===== src/ahdlc_pkg.sv =====
// ----------------------------------------------------------------------------
// ahdlc_pkg
// shared constants, codes and the fcs-16 byte update for the hdlc receiver
// ----------------------------------------------------------------------------
package ahdlc_pkg;

    localparam logic [7:0]  FLAG_BYTE = 8'h7E;
    localparam logic [7:0]  ESC_BYTE  = 8'h7D;
    localparam logic [7:0]  ESC_XOR   = 8'h20;
    localparam logic [7:0]  ADDR_SCAN = 8'h00;
    localparam logic [15:0] FCS_INIT  = 16'hFFFF;
    localparam logic [15:0] FCS_GOOD  = 16'hF0B8;
    localparam logic [15:0] FCS_POLY  = 16'h8408;

    localparam int CFG_IDX_W  = 8;
    localparam int CFG_DATA_W = 8;

    typedef enum logic [CFG_IDX_W-1:0] {
        CFG_SCANNING_MODE = 8'd0,
        CFG_DEVICE_COUNT  = 8'd1
    } t_cfg_index;

    typedef enum logic {
        KIND_PAYLOAD = 1'b0,
        KIND_REPORT  = 1'b1
    } t_result_kind;

    typedef enum logic [1:0] {
        STAT_GOOD  = 2'd0,
        STAT_BAD   = 2'd1,
        STAT_SHORT = 2'd2
    } t_frame_status;

    typedef enum logic [1:0] {
        ROUTE_SCAN    = 2'd0,
        ROUTE_DEVICE  = 2'd1,
        ROUTE_DISCARD = 2'd2
    } t_route;

    // reflected crc over one byte, lsb first
    function automatic logic [15:0] fcs16_update(input logic [15:0] acc,
                                                 input logic [7:0]  data);
        logic [15:0] c;
        c = acc ^ {8'h00, data};
        for (int i = 0; i < 8; i++) begin
            if (c[0]) begin
                c = (c >> 1) ^ FCS_POLY;
            end else begin
                c = c >> 1;
            end
        end
        return c;
    endfunction

endpackage


===== src/async_hdlc_frame_receiver.sv =====
// ----------------------------------------------------------------------------
// async_hdlc_frame_receiver
// an accepted byte's result word is registered and appears at the output in the next cycle
// throughput: one byte per cycle while the output is not held, set by the single fcs/de-stuff stage
// the output register frees up in the same cycle its word is taken
// reset (synchronous, active low) clears frame state and config to defaults
// ----------------------------------------------------------------------------
module async_hdlc_frame_receiver
    import ahdlc_pkg::*;
#(
    parameter int MAX_FRAME_LEN = 1024,
    localparam int LEN_W = $clog2(MAX_FRAME_LEN + 1)
) (
    input  logic                  i_clk,
    input  logic                  i_rst_n,

    input  logic                  i_cfg_we,
    input  logic [CFG_IDX_W-1:0]  i_cfg_index,
    input  logic [CFG_DATA_W-1:0] i_cfg_data,

    input  logic                  i_in_valid,
    output logic                  o_in_ready,
    input  logic [7:0]            i_rx_byte,

    output logic                  o_out_valid,
    input  logic                  i_out_ready,
    output logic                  o_result_kind,
    output logic [7:0]            o_payload_byte,
    output logic [1:0]            o_frame_status,
    output logic [1:0]            o_route,
    output logic [7:0]            o_frame_address,
    output logic [7:0]            o_frame_control,
    output logic [LEN_W-1:0]      o_frame_length
);

    logic             r_scanning_mode;
    logic [7:0]       r_device_count;

    logic             r_in_frame,   n_in_frame;
    logic             r_esc_pend,   n_esc_pend;
    logic             r_raw_seen,   n_raw_seen;
    logic [15:0]      r_fcs,        n_fcs;
    logic [LEN_W-1:0] r_count,      n_count;
    logic [7:0]       r_addr,       n_addr;
    logic [7:0]       r_ctrl,       n_ctrl;

    logic             r_out_valid;
    logic             r_kind;
    logic [7:0]       r_payload;
    logic [1:0]       r_status;
    logic [1:0]       r_route;
    logic [7:0]       r_faddr;
    logic [7:0]       r_fctrl;
    logic [LEN_W-1:0] r_flen;

    logic             res_valid;
    t_result_kind     res_kind;
    logic [7:0]       res_payload;
    t_frame_status    res_status;
    t_route           res_route;
    logic [7:0]       res_addr;
    logic [7:0]       res_ctrl;
    logic [LEN_W-1:0] res_len;
    logic [7:0]       data_byte;
    logic             in_acc;

    assign o_in_ready = !r_out_valid || i_out_ready;
    assign in_acc     = i_in_valid && o_in_ready;

    // configuration
    always_ff @(posedge i_clk) begin
        if (!i_rst_n) begin
            r_scanning_mode <= 1'b0;
            r_device_count  <= 8'd0;
        end else if (i_cfg_we) begin
            unique case (i_cfg_index)
                CFG_SCANNING_MODE: r_scanning_mode <= i_cfg_data[0];
                CFG_DEVICE_COUNT:  r_device_count  <= i_cfg_data[7:0];
                default: ;
            endcase
        end
    end

    // per-byte deframing
    always_comb begin
        n_in_frame  = r_in_frame;
        n_esc_pend  = r_esc_pend;
        n_raw_seen  = r_raw_seen;
        n_fcs       = r_fcs;
        n_count     = r_count;
        n_addr      = r_addr;
        n_ctrl      = r_ctrl;
        res_valid   = 1'b0;
        res_kind    = KIND_PAYLOAD;
        res_payload = 8'd0;
        res_status  = STAT_GOOD;
        res_route   = ROUTE_SCAN;
        res_addr    = 8'd0;
        res_ctrl    = 8'd0;
        res_len     = '0;
        data_byte   = r_esc_pend ? (i_rx_byte ^ ESC_XOR) : i_rx_byte;

        if (!r_in_frame) begin
            if (i_rx_byte == FLAG_BYTE) begin
                n_in_frame = 1'b1;
                n_esc_pend = 1'b0;
                n_raw_seen = 1'b0;
                n_fcs      = FCS_INIT;
                n_count    = '0;
                n_addr     = 8'd0;
                n_ctrl     = 8'd0;
            end
        end else if (i_rx_byte != FLAG_BYTE) begin
            n_raw_seen = 1'b1;
            if (!r_esc_pend && i_rx_byte == ESC_BYTE) begin
                n_esc_pend = 1'b1;
            end else begin
                n_esc_pend  = 1'b0;
                n_fcs       = fcs16_update(r_fcs, data_byte);
                if (r_count == '0) begin
                    n_addr = data_byte;
                end else if (r_count == LEN_W'(1)) begin
                    n_ctrl = data_byte;
                end
                if (r_count < LEN_W'(MAX_FRAME_LEN)) begin
                    n_count = r_count + LEN_W'(1);
                end
                res_valid   = 1'b1;
                res_payload = data_byte;
            end
        end else if (r_raw_seen) begin
            res_valid = 1'b1;
            res_kind  = KIND_REPORT;
            if (r_fcs != FCS_GOOD) begin
                res_status = STAT_BAD;
            end else if (r_count < LEN_W'(2)) begin
                res_status = STAT_SHORT;
            end else begin
                res_status = STAT_GOOD;
            end
            res_route = ROUTE_DISCARD;
            if (res_status == STAT_GOOD) begin
                if (r_scanning_mode && r_ctrl[1:0] == 2'b11 && r_addr == ADDR_SCAN) begin
                    res_route = ROUTE_SCAN;
                end else if (r_addr != 8'd0 && r_addr <= r_device_count) begin
                    res_route = ROUTE_DEVICE;
                end
            end
            res_addr   = r_addr;
            res_ctrl   = r_ctrl;
            res_len    = r_count;
            n_in_frame = 1'b0;
            n_esc_pend = 1'b0;
            n_raw_seen = 1'b0;
            n_fcs      = FCS_INIT;
            n_count    = '0;
            n_addr     = 8'd0;
            n_ctrl     = 8'd0;
        end
    end

    // frame state
    always_ff @(posedge i_clk) begin
        if (!i_rst_n) begin
            r_in_frame <= 1'b0;
            r_esc_pend <= 1'b0;
            r_raw_seen <= 1'b0;
            r_fcs      <= FCS_INIT;
            r_count    <= '0;
            r_addr     <= 8'd0;
            r_ctrl     <= 8'd0;
        end else if (in_acc) begin
            r_in_frame <= n_in_frame;
            r_esc_pend <= n_esc_pend;
            r_raw_seen <= n_raw_seen;
            r_fcs      <= n_fcs;
            r_count    <= n_count;
            r_addr     <= n_addr;
            r_ctrl     <= n_ctrl;
        end
    end

    // result register
    always_ff @(posedge i_clk) begin
        if (!i_rst_n) begin
            r_out_valid <= 1'b0;
        end else if (in_acc) begin
            r_out_valid <= res_valid;
        end else if (i_out_ready) begin
            r_out_valid <= 1'b0;
        end
    end

    always_ff @(posedge i_clk) begin
        if (in_acc && res_valid) begin
            r_kind    <= res_kind;
            r_payload <= res_payload;
            r_status  <= res_status;
            r_route   <= res_route;
            r_faddr   <= res_addr;
            r_fctrl   <= res_ctrl;
            r_flen    <= res_len;
        end
    end

    assign o_out_valid     = r_out_valid;
    assign o_result_kind   = r_kind;
    assign o_payload_byte  = r_payload;
    assign o_frame_status  = r_status;
    assign o_route         = r_route;
    assign o_frame_address = r_faddr;
    assign o_frame_control = r_fctrl;
    assign o_frame_length  = r_flen;

    a_hunt_silent: assert property (@(posedge i_clk) disable iff (!i_rst_n)
        in_acc && !r_in_frame |=> !o_out_valid)
        else $error("result produced while hunting for flag");

    a_route_good_only: assert property (@(posedge i_clk) disable iff (!i_rst_n)
        o_out_valid && o_result_kind == KIND_REPORT && o_frame_status != STAT_GOOD
        |-> o_route == ROUTE_DISCARD)
        else $error("bad frame not discarded");

    a_report_fields: assert property (@(posedge i_clk) disable iff (!i_rst_n)
        o_out_valid && o_result_kind == KIND_REPORT
        |-> o_payload_byte == 8'd0 && o_frame_length <= LEN_W'(MAX_FRAME_LEN))
        else $error("report word malformed");

    a_frame_closed: assert property (@(posedge i_clk) disable iff (!i_rst_n)
        in_acc && res_kind == KIND_REPORT && res_valid |=> !r_in_frame && r_fcs == FCS_INIT)
        else $error("frame state not cleared after closing flag");

endmodule

===== config.mk =====
export PLATFORM = sky130hd
export DESIGN_NAME = async_hdlc_frame_receiver
export DESIGN_NICKNAME = d
export VERILOG_FILES = /design/src/ahdlc_pkg.sv /design/src/async_hdlc_frame_receiver.sv
export SDC_FILE = /design/constraint.sdc
export NUM_CORES = 1
export LEC_CHECK = 0
export CAP_MARGIN = 20
export CORE_MARGIN = 3
export CORE_UTILIZATION = 45
export DETAILED_ROUTE_END_ITERATION = 12
export DONT_BUFFER_PORTS = 1
export HOLD_SLACK_MARGIN = 0.1
export PLACE_DENSITY = 0.66
export SYNTH_ARGS = -nofsm -noshare
export SYNTH_HDL_FRONTEND = slang
export SYNTH_SLANG_ARGS = --single-unit
export TNS_END_PERCENT = 10

===== constraint.sdc =====
create_clock -name i_clk -period 5.19 [get_ports i_clk]
set_input_delay 1.038 -clock i_clk [delete_from_list [all_inputs] [get_ports i_clk]]
set_output_delay 1.038 -clock i_clk [all_outputs]
set_load 0.01 [all_outputs]

==> flow_metrics.py <==
metrics = {
    "logic_synthesis": {
        "synth_top_area_cell": "edfxtp_1",
        "ys_seq_elements": 96,
        "syn_inst": 420,
        "synthFlopType": "dfxtp_1",
        "ys_seq_area_frac": 0.534,
        "yosysUniqueCellTypes": 53,
        "synth_nets": 460,
        "async_flop_share": 0,
        "ys_top_cells_by_area": "edfxtp_1 (28%), dfxtp_1 (26%), and2_1 (3.9%)",
        "synth-edff-count": 40,
        "ys_warn_count": 0,
        "avgSynthCellArea_sq_um": 10.4,
        "mappedNetlistArea_sq_mm": 0.00435,
        "synth_top_area_frac": 0.276,
    },
    "worst_setup_path": {
        "path_cells": "nand4b_1, nor3_1, nand3_1, inv_1, nor2_1, nor2_4, buf_4",
        "crit_type": "primary input to flop",
        "critical_path_peak_fanout": 28,
        "cpPeakStageDelay_ns": 0.57,
        "r2r_slack_ns": 2.19,
        "crit_family": "simple AND/OR/NAND/NOR gates",
        "crit_slowest_cell": "nor2_4",
        "worstPathArrival_ns": 3.67,
        "setup.worst_path.start_class": "primary input",
        "worstSetupEndpointType": "flop",
        "cp_data_required_time_ns": 5.26,
        "cp.buffers_inverters": 2,
    },
    "sta": {
        "rsz0062_at_grt": "no",
        "fin_crit_sh": 0.694,
        "worst_hold_slack_ns": 0.453,
        "finalClockSkew_ns": 0.0111,
        "tightest_slew_ns": 0.931,
        "setup_viol": 0,
        "slew_violations": 0,
        "relSlewSlack": 0.378,
        "final.setup.tns_ns": 0,
        "fmax_ghz": 0.277,
        "finalHoldViolations": 0,
        "min_period_ns": 3.60,
    },
    "clocking": {
        "ctsResizeCount": 0,
        "cts-buffers-inserted": 9,
        "clkSinkCount": 96,
        "cts.clk_slew.worst_paths_ns": 0.09,
        "clk-insertion-delay-late_ns": 0.36,
        "clockBufferDepth": 2,
        "clockRootBuffer": "clkbuf_8",
        "cts_tree": "done",
        "cts_setup_buffers": 0,
        "hold_buffers": 0,
        "htree_levels": 3,
    },
    "die": {
        "coreArea_sq_mm": 0.00933,
        "io_pins": 71,
        "rows": 35,
        "start_util": 0.467,
        "die_y_microns": 104,
        "die_width_microns": 104,
        "die_area_sq_mm": 0.0109,
    },
    "grt": {
        "grt_pass1_vias": 2839,
        "use_met1": 0.248,
        "use_met2": 0.254,
        "busiest_layer": "met2",
        "grt_max_degree": 59,
        "track_usage": 0.176,
        "grt_pass1_wl_mm": 15.2,
        "antenna_found_initial": 0,
        "grt_use_met3": 0.0552,
        "grt_overflow": 0,
    },
    "power_and_ir_drop": {
        "power_switching_mw": 0.287,
        "combinationalPowerShare": 0.026,
        "pwr_density_cell_mw_per_mm2": 290,
        "internal_power_mw": 1.07,
        "vdd_ir_drop_max_mv": 0.171,
        "clkPwrFrac": 0.401,
        "power.leakage_nw": 1.77,
        "swShare": 0.212,
        "seqPwrFrac": 0.574,
    },
    "detailed_routing": {
        "wl_mm": 9.36,
        "drt_iter0_drc": 164,
        "drc": 0,
        "viasPerCell": 5.46,
        "ant_nets": 0,
        "wire_per_inst_microns": 17.0,
        "route.vias.total": 3006,
        "drt_pass1_iterations": 5,
    },
    "job": {
        "drv_cap": 0,
    },
    "final_layout": {
        "final_core_util": 0.501,
        "layout_commonest_cell": "dfxtp_1",
        "layout_common_cells": "dfxtp_1 (56), nand2_1 (43), edfxtp_1 (40), nor2_1 (32), and2_1 (27)",
        "num_antenna_cells": 0,
        "fin_nets": 457,
        "drive_gt1_frac": 0.0664,
        "syn2layout_area_growth_pct": 7.48,
        "fill_cells": 864,
    },
    "worst_hold_path": {
        "min_path_type": "flop to flop",
    },
    "placement": {
        "finalWeightedCongestion": 0.816,
        "port_buffers": 0,
        "hpwl_mm": 6.95,
    },
    "run_status": {
        "status": "finished, final reports clean",
    },
}
==> metrics by stage <==
stage               setup WS [ns]  std cells  total power [mW]  instance area [sq um]
detailed placement           1.16        535             0.831                   4450
CTS                          1.55        551              1.37                   4680
global route                 1.18        551              1.41                   4680
floorplan                   0.831        420             0.829                   4350
finish                       1.59        551              1.36                   4680
global placement             1.32        535             0.831                   4450
==> cells by family (layout without fill, tap and decap cells) <==
family | after synthesis | in the layout | share of synthesized area
fa+ha+maj | 11 | 11 | 0.0316
mux | 13 | 13 | 0.0299
flops | 96 | 96 | 0.534
simple gates | 183 | 183 | 0.227
compound gates | 57 | 57 | 0.0863
xor+xnor | 31 | 31 | 0.0624
buf+inv | 29 | 31 | 0.0296
==> area by class of cell <==
type                    count  area [sq um]  share of cell area
flip-flops and latches     96          2320               0.497
multi-input cells         295          1910               0.408
well taps                 129           161              0.0345
clock buffers               9           124              0.0265
clock inverters             7           101              0.0217
inverters                  14          52.6              0.0112
repair buffers              1          7.51             0.00161
==> final timing paths <==
kind | start | end | depth (start not counted)
worst max-delay path | i_rx_byte[7] | o_payload_byte[6] | 7
worst min-delay path | r_ctrl[5] | r_ctrl[5] | 2
worst max register to register | r_in_frame | o_payload_byte[6] | 5
worst min register to register | r_ctrl[5] | r_ctrl[5] | 2
==> sequential cells by signal, indices dropped and copies added (netlist names), 2 cells and up <==
register / cells
o_frame_control: 8
o_frame_address: 8
o_route: 2
r_device_count: 8
r_count: 11
r_fcs: 16
o_frame_length: 11
r_addr: 8
o_frame_status: 2
r_ctrl: 8
o_payload_byte: 8
==> synthesized netlist by cell type, types with 4 or more instances <==
| library cell | number |
|---|---|
| o22ai_1 | 18 |
| o21ai_1 | 11 |
| and2_1 | 27 |
| clkbuf_1 | 9 |
| buf_2 | 4 |
| nand4_1 | 5 |
| nand3_1 | 9 |
| ha_1 | 11 |
| nand2b_1 | 4 |
| inv_1 | 14 |
| o21ai_0 | 6 |
| mux2i_1 | 13 |
| edfxtp_1 | 40 |
| nor2b_1 | 10 |
| dfxtp_1 | 56 |
| nand2_1 | 43 |
| xnor2_1 | 16 |
| xor2_1 | 15 |
| and3_1 | 10 |
| nor3_1 | 12 |
| a21oi_1 | 7 |
| nor2_1 | 33 |
| nor4_1 | 7 |
==> worst min-delay path: stages (launching register included) <==
cell and delay (ns):
dfxtp_1 0.32, nand2_1 0.05, o21ai_1 0.05
==> routing by layer <==
| metal | part of all wire | wire (microns) | vias up |
|---|---|---|---|
| li1 | - | - | 1482 |
| met1 | 0.46 | 4320 | 1402 |
| met2 | 0.44 | 4150 | 113 |
| met3 | 0.082 | 771 | 9 |
| met4 | 0.013 | 119 | 0 |
| met5 | 0 | 0 | - |
==> power groups by stage <==
stage | Combinational, mW | Sequential, mW | Clock (mW)
4_1_cts | 0.0348 | 0.779 | 0.556
2_1_floorplan | 0.0327 | 0.796 | 0
3_3_place_gp | 0.0347 | 0.797 | 0
3_5_place_dp | 0.0347 | 0.797 | 0
5_1_grt | 0.0376 | 0.779 | 0.590
6_report | 0.0349 | 0.779 | 0.544
No activity file was read; power rests on OpenSTA's default activity.
